`config.mk`:
```
export PLATFORM = sky130hd
export DESIGN_NAME = onewire_over_uart_transaction_engine
export DESIGN_NICKNAME = d
export VERILOG_FILES = /design/src/sv/owut_pkg.sv /design/src/sv/onewire_over_uart_transaction_engine.sv /design/src/sv/owut_txmem.sv /design/src/sv/owut_ctrl.sv /design/src/sv/owut_emit.sv
export SDC_FILE = /design/constraint.sdc
export NUM_CORES = 1
export LEC_CHECK = 0
export ABC_AREA = 1
export BUFFER_PORTS_ARGS = -buffer_cell sky130_fd_sc_hd__buf_2
export CAP_MARGIN = 30
export CORE_MARGIN = 2
export CORE_UTILIZATION = 40
export DETAILED_ROUTE_END_ITERATION = 16
export GPL_ROUTABILITY_DRIVEN = 0
export PLACE_DENSITY = 0.53
export REMOVE_ABC_BUFFERS = 1
export SLEW_MARGIN = 20
export SYNTH_ARGS = -nofsm -noshare
export SYNTH_HDL_FRONTEND = slang
export SYNTH_HIERARCHICAL = 1
export SYNTH_SLANG_ARGS = --single-unit
export TNS_END_PERCENT = 5
```
`constraint.sdc`:
```
create_clock -name i_clk -period 4.7 [get_ports i_clk]
set_input_delay 1.175 -clock i_clk [delete_from_list [all_inputs] [get_ports i_clk]]
set_output_delay 1.175 -clock i_clk [all_outputs]
set_load 0.005 [all_outputs]
```
`src/sv/owut_pkg.sv`:
```
// Shared types and codes of the 1-Wire over UART transaction engine.
package owut_pkg;

    localparam logic [2:0] REQ_LOAD     = 3'd0;
    localparam logic [2:0] REQ_START    = 3'd1;
    localparam logic [2:0] REQ_CHAR     = 3'd2;
    localparam logic [2:0] REQ_LINE_ERR = 3'd3;
    localparam logic [2:0] REQ_RX_TMO   = 3'd4;
    localparam logic [2:0] REQ_TICK     = 3'd5;

    localparam logic [1:0] KIND_CHAR = 2'd0;
    localparam logic [1:0] KIND_BYTE = 2'd1;
    localparam logic [1:0] KIND_DONE = 2'd2;

    localparam logic [1:0] ERR_OK    = 2'd0;
    localparam logic [1:0] ERR_EMPTY = 2'd1;
    localparam logic [1:0] ERR_LINE  = 2'd2;
    localparam logic [1:0] ERR_WDOG  = 2'd3;

    localparam logic [7:0] RESET_CHAR = 8'hF0;
    localparam logic [7:0] SLOT_ONE   = 8'hFF;
    localparam logic [7:0] SLOT_ZERO  = 8'h80;

    localparam logic [15:0] WDOG_RESET   = 16'd50;
    localparam logic [2:0]  SAMPLE_RESET = 3'd1;

    localparam logic CFG_WDOG   = 1'b0;
    localparam logic CFG_SAMPLE = 1'b1;

    typedef enum logic [1:0] {
        SRC_ONES,
        SRC_MEM,
        SRC_ZERO
    } t_oct_src;

    typedef enum logic [1:0] {
        PH_IDLE,
        PH_HEAD,
        PH_SLOTS,
        PH_TAIL
    } t_phase;

    typedef struct packed {
        logic       a_valid;
        logic [1:0] a_kind;
        logic [7:0] a_value;
        logic [7:0] a_index;
        logic       a_rb;
        logic [1:0] a_err;
        logic       oct_valid;
        t_oct_src   oct_src;
        logic       b_valid;
        logic [1:0] b_err;
        logic       presence;
    } t_job;

    typedef struct packed {
        logic       re;
        logic [7:0] pos;
    } t_mem_rd;

    typedef struct packed {
        logic [1:0] kind;
        logic [7:0] value;
        logic [7:0] index;
        logic       rb;
        logic       presence;
        logic [1:0] err;
        logic       last;
    } t_result;

endpackage

```
`src/sv/onewire_over_uart_transaction_engine.sv`:
```
// Top level of the 1-Wire over UART transaction engine.
//
// Input stream: one request word per handshake; tuser carries the request
// type, tdata the store index, data byte and write/read byte counts.
// Loads go into a synchronous transmit store; a start runs a bus transaction
// (reset character, write bytes, read bytes) driven by echoed UART characters.
// Output stream: result words (UART char to send, read byte, or finish with
// error code); tlast marks the last word caused by one request.
// The request's job is registered in the sequencer, and its first result word
// then in the output register. A request with result words holds the
// sequencer until its last word is written, and the next request is taken
// only after that; requests with no result are taken every cycle while the
// sequencer is idle. The store read for a byte is issued as the request is
// taken, and its data is held for the eight slot characters.
// A stalled receiver holds the output register and the sequencer; input
// tready drops until the pending job is played out.
// Reset clears the transaction state, loads watchdog 50 and sample bit 1,
// and empties the output; the store contents are kept.
module onewire_over_uart_transaction_engine #(
    parameter int TX_DEPTH = 16
) (
    input  logic        i_clk,
    input  logic        i_rst_n,
    input  logic        i_s_axis_tvalid,
    output logic        o_s_axis_tready,
    input  logic [31:0] i_s_axis_tdata,   // buffer_index, data_byte, tx_count, rx_count
    input  logic [2:0]  i_s_axis_tuser,   // req_type
    output logic        o_m_axis_tvalid,
    input  logic        i_m_axis_tready,
    output logic [23:0] o_m_axis_tdata,   // out_value, byte_index, presence, error_code
    output logic [2:0]  o_m_axis_tuser,   // kind, reset_baud
    output logic        o_m_axis_tlast,
    input  logic        i_cfg_we,
    input  logic        i_cfg_addr,
    input  logic [15:0] i_cfg_wdata
);
    import owut_pkg::*;

    localparam int AW = (TX_DEPTH > 1) ? $clog2(TX_DEPTH) : 1;

    logic          fire;
    logic [3:0]    buffer_index;
    logic [7:0]    data_byte;
    logic [4:0]    tx_count;
    logic [7:0]    rx_count;
    logic [2:0]    req_type;
    logic [AW-1:0] w_idx_map [16];
    t_job          job;
    logic          job_valid;
    t_mem_rd       rd;
    logic [7:0]    mem_data;
    logic          emit_ready;
    t_result       result;

    assign req_type     = i_s_axis_tuser;
    assign buffer_index = i_s_axis_tdata[3:0];
    assign data_byte    = i_s_axis_tdata[11:4];
    assign tx_count     = i_s_axis_tdata[16:12];
    assign rx_count     = i_s_axis_tdata[24:17];

    assign o_s_axis_tready = emit_ready;
    assign fire            = i_s_axis_tvalid && emit_ready;

    for (genvar g = 0; g < 16; g++) begin : g_idx
        assign w_idx_map[g] = AW'(g % TX_DEPTH);
    end

    owut_txmem #(
        .TX_DEPTH (TX_DEPTH),
        .AW       (AW)
    ) u_mem (
        .i_clk   (i_clk),
        .i_we    (fire && (req_type == REQ_LOAD)),
        .i_waddr (w_idx_map[buffer_index]),
        .i_wdata (data_byte),
        .i_rd    (rd),
        .o_rdata (mem_data)
    );

    owut_ctrl #(
        .TX_DEPTH (TX_DEPTH)
    ) u_ctrl (
        .i_clk       (i_clk),
        .i_rst_n     (i_rst_n),
        .i_fire      (fire),
        .i_req       (req_type),
        .i_data_byte (data_byte),
        .i_tx_count  (tx_count),
        .i_rx_count  (rx_count),
        .i_cfg_we    (i_cfg_we),
        .i_cfg_addr  (i_cfg_addr),
        .i_cfg_wdata (i_cfg_wdata),
        .o_job       (job),
        .o_job_valid (job_valid),
        .o_rd        (rd)
    );

    owut_emit u_emit (
        .i_clk      (i_clk),
        .i_rst_n    (i_rst_n),
        .i_load     (fire && job_valid),
        .i_job      (job),
        .i_mem_data (mem_data),
        .i_m_ready  (i_m_axis_tready),
        .o_ready    (emit_ready),
        .o_valid    (o_m_axis_tvalid),
        .o_result   (result)
    );

    assign o_m_axis_tdata = {5'b0, result.err, result.presence, result.index, result.value};
    assign o_m_axis_tuser = {result.rb, result.kind};
    assign o_m_axis_tlast = result.last;

endmodule

```
`src/sv/owut_txmem.sv`:
```
// Transmit byte store: one write port, one registered read port.
module owut_txmem #(
    parameter int TX_DEPTH = 16,
    parameter int AW       = 4
) (
    input  logic                   i_clk,
    input  logic                   i_we,
    input  logic [AW-1:0]          i_waddr,
    input  logic [7:0]             i_wdata,
    input  owut_pkg::t_mem_rd      i_rd,
    output logic [7:0]             o_rdata
);
    import owut_pkg::*;

    logic [7:0] r_mem [TX_DEPTH];
    logic [7:0] r_rdata;

    always_ff @(posedge i_clk) begin
        if (i_we) begin
            r_mem[i_waddr] <= i_wdata;
        end
        if (i_rd.re) begin
            r_rdata <= r_mem[i_rd.pos[AW-1:0]];
        end
    end

    assign o_rdata = r_rdata;

endmodule

```
`src/sv/owut_ctrl.sv`:
```
// Transaction state, configuration registers and per-word result job decode.
module owut_ctrl #(
    parameter int TX_DEPTH = 16
) (
    input  logic               i_clk,
    input  logic               i_rst_n,
    input  logic               i_fire,
    input  logic [2:0]         i_req,
    input  logic [7:0]         i_data_byte,
    input  logic [4:0]         i_tx_count,
    input  logic [7:0]         i_rx_count,
    input  logic               i_cfg_we,
    input  logic               i_cfg_addr,
    input  logic [15:0]        i_cfg_wdata,
    output owut_pkg::t_job     o_job,
    output logic               o_job_valid,
    output owut_pkg::t_mem_rd  o_rd
);
    import owut_pkg::*;

    logic [4:0]  r_wcount, n_wcount;
    logic [7:0]  r_rcount, n_rcount;
    logic [7:0]  r_byte_pos, n_byte_pos;
    logic        r_writing, n_writing;
    logic        r_in_reset, n_in_reset;
    logic        r_busy, n_busy;
    logic [2:0]  r_slot, n_slot;
    logic [7:0]  r_shift, n_shift;
    logic [15:0] r_tick, n_tick;
    logic        r_present, n_present;
    logic [15:0] r_wdog;
    logic [2:0]  r_sample;

    t_job    job;
    logic    job_valid;
    t_mem_rd rd;
    logic    do_oct;
    logic [7:0] shift_c;
    logic [2:0] slot_c;
    logic [7:0] pos_c;

    always_comb begin
        n_wcount   = r_wcount;
        n_rcount   = r_rcount;
        n_byte_pos = r_byte_pos;
        n_writing  = r_writing;
        n_in_reset = r_in_reset;
        n_busy     = r_busy;
        n_slot     = r_slot;
        n_shift    = r_shift;
        n_tick     = r_tick;
        n_present  = r_present;
        job        = '0;
        job_valid  = 1'b0;
        rd         = '0;
        do_oct     = 1'b0;
        shift_c    = {i_data_byte[r_sample], r_shift[7:1]};
        slot_c     = r_slot + 3'd1;
        pos_c      = r_byte_pos + 8'd1;

        if (i_fire) begin
            case (i_req)
                REQ_START: begin
                    job_valid = 1'b1;
                    job.a_valid = 1'b1;
                    n_present = 1'b0;
                    if ((i_tx_count == 5'd0) && (i_rx_count == 8'd0)) begin
                        n_busy      = 1'b0;
                        n_in_reset  = 1'b0;
                        job.a_kind  = KIND_DONE;
                        job.a_err   = ERR_EMPTY;
                    end else begin
                        n_wcount   = ({4'b0, i_tx_count} > 9'(TX_DEPTH)) ?
                                     5'(TX_DEPTH) : i_tx_count;
                        n_rcount   = i_rx_count;
                        n_writing  = (i_tx_count != 5'd0);
                        n_byte_pos = 8'd0;
                        n_in_reset = 1'b1;
                        n_busy     = 1'b1;
                        n_tick     = 16'd0;
                        n_slot     = 3'd0;
                        n_shift    = 8'd0;
                        job.a_kind  = KIND_CHAR;
                        job.a_value = RESET_CHAR;
                        job.a_rb    = 1'b1;
                    end
                end
                REQ_CHAR: begin
                    if (r_busy) begin
                        if (r_in_reset) begin
                            n_in_reset = 1'b0;
                            n_present  = (i_data_byte != RESET_CHAR);
                            do_oct     = 1'b1;
                        end else begin
                            n_shift = shift_c;
                            n_slot  = slot_c;
                            if (slot_c == 3'd0) begin
                                job_valid = 1'b1;
                                if (r_writing) begin
                                    if ({3'b0, r_wcount} == r_byte_pos) begin
                                        if (r_rcount != 8'd0) begin
                                            n_writing  = 1'b0;
                                            n_byte_pos = 8'd0;
                                            do_oct     = 1'b1;
                                        end else begin
                                            n_busy      = 1'b0;
                                            n_in_reset  = 1'b0;
                                            job.a_valid = 1'b1;
                                            job.a_kind  = KIND_DONE;
                                            job.a_err   = ERR_OK;
                                        end
                                    end else begin
                                        do_oct = 1'b1;
                                    end
                                end else begin
                                    job.a_valid = 1'b1;
                                    job.a_kind  = KIND_BYTE;
                                    job.a_value = shift_c;
                                    job.a_index = r_byte_pos;
                                    n_byte_pos  = pos_c;
                                    if (pos_c == r_rcount) begin
                                        n_busy      = 1'b0;
                                        n_in_reset  = 1'b0;
                                        job.b_valid = 1'b1;
                                        job.b_err   = ERR_OK;
                                    end else begin
                                        do_oct = 1'b1;
                                    end
                                end
                            end
                        end
                    end
                end
                REQ_LINE_ERR, REQ_RX_TMO: begin
                    if (r_busy) begin
                        job_valid   = 1'b1;
                        n_busy      = 1'b0;
                        n_in_reset  = 1'b0;
                        job.a_valid = 1'b1;
                        job.a_kind  = KIND_DONE;
                        job.a_err   = (i_req == REQ_LINE_ERR) ? ERR_LINE : ERR_EMPTY;
                    end
                end
                REQ_TICK: begin
                    if (r_busy) begin
                        if (r_tick >= r_wdog) begin
                            job_valid   = 1'b1;
                            n_busy      = 1'b0;
                            n_in_reset  = 1'b0;
                            job.a_valid = 1'b1;
                            job.a_kind  = KIND_DONE;
                            job.a_err   = ERR_WDOG;
                        end else begin
                            n_tick = r_tick + 16'd1;
                        end
                    end
                end
                default: begin
                end
            endcase
        end

        if (do_oct) begin
            job_valid     = 1'b1;
            job.oct_valid = 1'b1;
            n_slot        = 3'd0;
            n_shift       = 8'd0;
            if (n_writing) begin
                if ({1'b0, n_byte_pos} < 9'(TX_DEPTH)) begin
                    rd.re       = 1'b1;
                    rd.pos      = n_byte_pos;
                    job.oct_src = SRC_MEM;
                end else begin
                    job.oct_src = SRC_ZERO;
                end
                n_byte_pos = n_byte_pos + 8'd1;
            end else begin
                job.oct_src = SRC_ONES;
            end
        end
        job.presence = n_present;
    end

    always_ff @(posedge i_clk) begin
        if (!i_rst_n) begin
            r_wcount   <= '0;
            r_rcount   <= '0;
            r_byte_pos <= '0;
            r_writing  <= 1'b0;
            r_in_reset <= 1'b0;
            r_busy     <= 1'b0;
            r_slot     <= '0;
            r_shift    <= '0;
            r_tick     <= '0;
            r_present  <= 1'b0;
            r_wdog     <= WDOG_RESET;
            r_sample   <= SAMPLE_RESET;
        end else begin
            r_wcount   <= n_wcount;
            r_rcount   <= n_rcount;
            r_byte_pos <= n_byte_pos;
            r_writing  <= n_writing;
            r_in_reset <= n_in_reset;
            r_busy     <= n_busy;
            r_slot     <= n_slot;
            r_shift    <= n_shift;
            r_tick     <= n_tick;
            r_present  <= n_present;
            if (i_cfg_we) begin
                case (i_cfg_addr)
                    CFG_WDOG:   r_wdog   <= i_cfg_wdata;
                    CFG_SAMPLE: r_sample <= i_cfg_wdata[2:0];
                    default: begin
                    end
                endcase
            end
        end
    end

    assign o_job       = job;
    assign o_job_valid = job_valid;
    assign o_rd        = rd;

endmodule

```
`src/sv/owut_emit.sv`:
```
// Result sequencer: plays out one job word by word into the output register.
module owut_emit (
    input  logic               i_clk,
    input  logic               i_rst_n,
    input  logic               i_load,
    input  owut_pkg::t_job     i_job,
    input  logic [7:0]         i_mem_data,
    input  logic               i_m_ready,
    output logic               o_ready,
    output logic               o_valid,
    output owut_pkg::t_result  o_result
);
    import owut_pkg::*;

    t_phase     r_phase, n_phase;
    logic [2:0] r_bit, n_bit;
    t_job       r_job;
    logic       r_out_valid;
    t_result    r_out;

    logic       advance;
    logic       emit;
    t_result    res;
    logic [7:0] oct_data;

    assign advance = !r_out_valid || i_m_ready;

    always_comb begin
        n_phase = r_phase;
        n_bit   = r_bit;
        case (r_phase)
            PH_IDLE: begin
                if (i_load) begin
                    n_bit   = 3'd0;
                    n_phase = i_job.a_valid ? PH_HEAD :
                              i_job.oct_valid ? PH_SLOTS : PH_TAIL;
                end
            end
            PH_HEAD: begin
                if (advance) begin
                    n_bit   = 3'd0;
                    n_phase = r_job.oct_valid ? PH_SLOTS :
                              r_job.b_valid ? PH_TAIL : PH_IDLE;
                end
            end
            PH_SLOTS: begin
                if (advance) begin
                    if (r_bit == 3'd7) begin
                        n_phase = r_job.b_valid ? PH_TAIL : PH_IDLE;
                    end else begin
                        n_bit = r_bit + 3'd1;
                    end
                end
            end
            PH_TAIL: begin
                if (advance) begin
                    n_phase = PH_IDLE;
                end
            end
            default: begin
                n_phase = PH_IDLE;
            end
        endcase
    end

    always_comb begin
        case (r_job.oct_src)
            SRC_MEM:  oct_data = i_mem_data;
            SRC_ZERO: oct_data = 8'h00;
            default:  oct_data = SLOT_ONE;
        endcase
        res          = '0;
        res.presence = r_job.presence;
        emit         = advance && (r_phase != PH_IDLE);
        case (r_phase)
            PH_HEAD: begin
                res.kind  = r_job.a_kind;
                res.value = r_job.a_value;
                res.index = r_job.a_index;
                res.rb    = r_job.a_rb;
                res.err   = r_job.a_err;
            end
            PH_SLOTS: begin
                res.kind  = KIND_CHAR;
                res.value = oct_data[r_bit] ? SLOT_ONE : SLOT_ZERO;
            end
            PH_TAIL: begin
                res.kind = KIND_DONE;
                res.err  = r_job.b_err;
            end
            default: begin
            end
        endcase
        res.last = (n_phase == PH_IDLE);
    end

    always_ff @(posedge i_clk) begin
        if (!i_rst_n) begin
            r_phase     <= PH_IDLE;
            r_bit       <= '0;
            r_out_valid <= 1'b0;
        end else begin
            r_phase <= n_phase;
            r_bit   <= n_bit;
            if (emit) begin
                r_out_valid <= 1'b1;
            end else if (i_m_ready) begin
                r_out_valid <= 1'b0;
            end
        end
    end

    always_ff @(posedge i_clk) begin
        if (i_load && (r_phase == PH_IDLE)) begin
            r_job <= i_job;
        end
        if (emit) begin
            r_out <= res;
        end
    end

    assign o_ready  = (r_phase == PH_IDLE);
    assign o_valid  = r_out_valid;
    assign o_result = r_out;

endmodule

```
==> impl_summary.log <==
INFO  metric post_synth_instance_area = between 10000 and 15000 µm²
INFO  metric initial_core_util = about two fifths
INFO  metric tns = 0 ns
INFO  metric cts_buf_count = 30
INFO  metric cts.path.max_buffers = 3
INFO  metric worst_slew_margin_rel = a little under two fifths
INFO  metric aggregate_global_routing_overflow = 0
INFO  metric post_cts_buffers = 0
INFO  metric grt_max_degree = 65
INFO  metric timing.clock.skew = approximately 0.012 ns
INFO  metric layout-drive-gt1-share = 14.1%
INFO  metric cp_max_fo = 25
INFO  metric power.leakage = 6.08 nW
INFO  metric route.antenna.remaining_nets = 0
INFO  metric dp_slack = around 0.39 ns
INFO  metric timing_max_transition_violations_final = 0
INFO  metric place.detailed.instances = around 1900
INFO  metric iteration_0_drc_markers = 615
INFO  metric clock_sink_count = approximately 260
INFO  metric num-nets-final = approximately 1600
INFO  metric status = finished clean
INFO  metric cts-resized-gates = 0
INFO  metric grt_first_pass_wirelength = approximately 48000 µm
INFO  metric power.total = 5.27 mW
INFO  metric fp-row-count = 65
INFO  metric finalWorstSetupSlack = roughly 0.95 ns
INFO  metric syn_inst = 1461
INFO  metric hold_path_startpoint = u_ctrl/r_wdog[13]$_SDFFE_PN0P_
INFO  metric global_route.usage.total = between 10% and 20%
INFO  metric max_freq = between 0.2 and 0.3 GHz
INFO  metric wl_per_cell = roughly 15 µm
INFO  metric cts_tree = done
INFO  metric layout.filler_cells = just over 3000
INFO  metric hpwl = around 20000 µm
INFO  metric fp.dieArea = 33800 µm²
INFO  metric core_area = 31700 µm²
INFO  metric critical_path.startpoint_type = flop
INFO  metric powerDensity = 358 nW/µm²
INFO  metric h-tree-depth = 1
INFO  metric finalCriticalPeriod = around 3.8 ns
INFO  metric crit_path_kind = flop to flop
INFO  metric layout.cells.non_filler = 1961
INFO  metric grt_antenna_before_repair = 2
INFO  metric maximum_capacitance_violations = 0
INFO  metric die_h = between 150 and 200 µm
INFO  metric grt_setup_unrepaired = false
INFO  metric clk_transition_reported_paths = ~0.06 ns
INFO  metric first_global_vias = roughly 9000
INFO  metric synthToLayoutAreaGrowth = 13.9%
INFO  metric detail_route.first_pass.iterations = 5
INFO  metric timing.hold.worst.class = flop to flop
INFO  metric post-route-drc-count = 0
INFO  metric io_buffers = 74
INFO  metric setup.worst_path.end_class = flop
INFO  metric crit_path_start = u_emit/r_phase[0]$_SDFF_PN0_
INFO  metric worst_r2r_src = u_emit/r_phase[0]$_SDFF_PN0_
INFO  metric tightestPinTransition = about 0.95 ns
INFO  metric fin_worst_hold_slack = 0.458 ns
INFO  metric power.ir.vdd_worst = about 0.35 mV
INFO  metric area_used_by_multi_input_combinational_logic = between 4000 and 5000 µm²
INFO  metric postSynthAreaPerCell = 8.84 µm²
INFO  metric wl = 29800 µm
INFO  metric number_of_warnings_issued_by_yosys = 6
INFO  metric clock_latency = 0.55 ns
INFO  metric routed_via_density = between 4 and 5
INFO  metric setup_viol = 0
INFO  metric die_width = 184 µm
INFO  metric routed-via-count = approximately 9600
INFO  metric clockRootBuffer = sky130_fd_sc_hd__clkbuf_16
INFO  metric num_io_pins = 87
INFO  metric critical_path_arrival = slightly above 4 ns
INFO  metric layout.area.seq = approximately 7100 µm²
INFO  metric final.period_utilization = between 70% and 80%
INFO  metric hold_viol = 0
INFO  metric critPathRequiredTime = 5.00 ns
INFO  metric cts_hold_buffers = 0
==> power by group <==
group          switching, mW  internal [mW]
sequential            0.0147           2.51
clock                  0.915           1.61
combinational          0.155         0.0678
==> sequential cells by signal, summed over array words and instances, names as in the netlist, 7 cells and up <==
register,cells
u_mem/r_mem,128
u_emit/r_job,28
u_emit/o_result,23
u_ctrl/r_tick,16
u_ctrl/r_wdog,16
u_ctrl/r_byte_pos,8
u_ctrl/r_rcount,8
u_mem/o_rdata,8
u_ctrl/r_shift,7
==> stage by stage <==
stage          util, %  area (µm²)
3_5_place_dp      43.0       13600
2_1_floorplan        -       12600
6_report          46.4       14700
3_3_place_gp      42.9       13600
5_1_grt           46.4       14700
4_1_cts           46.4       14700
==> metal layers <==
layer | track usage (%) | up-vias | share of wire [%]
li1 | - | 4911 | -
met1 | 25.4 | 4425 | 47
met2 | 29.8 | 184 | 47
met3 | 2.46 | 35 | 4.6
met4 | 3.26 | 2 | 1.3
met5 | 0 | - | 0.024
==> worst paths after layout <==
kind	to	slack, ns	cells after the start
hold / removal	u_ctrl/r_wdog[13]$_SDFFE_PN0P_	0.46	2
setup reg to reg	u_mem/o_rdata[6]$_DFFE_PP_	0.95	24
setup / recovery	u_mem/o_rdata[6]$_DFFE_PP_	0.95	24
hold reg to reg	u_ctrl/r_wdog[13]$_SDFFE_PN0P_	0.46	2
==> final cells by class <==
class,instances,share of cell area (%)
sequential,263,48.5
multi-input combinational,907,31.1
inverter,242,6.17
clock buffer,38,5.31
timing repair buffer,90,3.51
tap,402,3.42
clock inverter,18,2.00
antenna,1,0.0170
==> layout by cell type (no fill, tap or decap), drive strengths merged, types with 7 or more instances in the layout <==
cell,count
o211ai,9
nand3,153
conb,7
inv,241
a22oi,7
a21oi,84
nor2,132
clkbuf,38
ha,27
edfxtp,187
o21ai,59
nand2,368
nor3,12
clkinv,11
nand4,10
bufinv,8
buf,90
dfxtp,76
==> critical path: stages, from the launching register on <==
cell and delay [ns]:
sky130_fd_sc_hd__dfxtp_1 0.42, sky130_fd_sc_hd__inv_1 0.12, sky130_fd_sc_hd__ha_1 0.21, sky130_fd_sc_hd__buf_4 0.17, sky130_fd_sc_hd__nand2_1 0.10, sky130_fd_sc_hd__inv_1 0.10
sky130_fd_sc_hd__inv_1 0.18, sky130_fd_sc_hd__nor2_2 0.10, sky130_fd_sc_hd__inv_2 0.08, sky130_fd_sc_hd__nor2_4 0.05, sky130_fd_sc_hd__inv_2 0.21, sky130_fd_sc_hd__nor2_1 0.09
sky130_fd_sc_hd__a21oi_2 0.13, sky130_fd_sc_hd__nand3_1 0.11, sky130_fd_sc_hd__nor3_2 0.19, sky130_fd_sc_hd__nand2_2 0.15, sky130_fd_sc_hd__nor2_4 0.15, sky130_fd_sc_hd__inv_2 0.20
sky130_fd_sc_hd__buf_12 0.23, sky130_fd_sc_hd__nand2_1 0.06, sky130_fd_sc_hd__nand2_1 0.04, sky130_fd_sc_hd__nand2_1 0.05, sky130_fd_sc_hd__nand3_1 0.12, sky130_fd_sc_hd__nand3_1 0.15
sky130_fd_sc_hd__nand2_1 0.06
No activity file was read; power rests on OpenSTA's default activity.
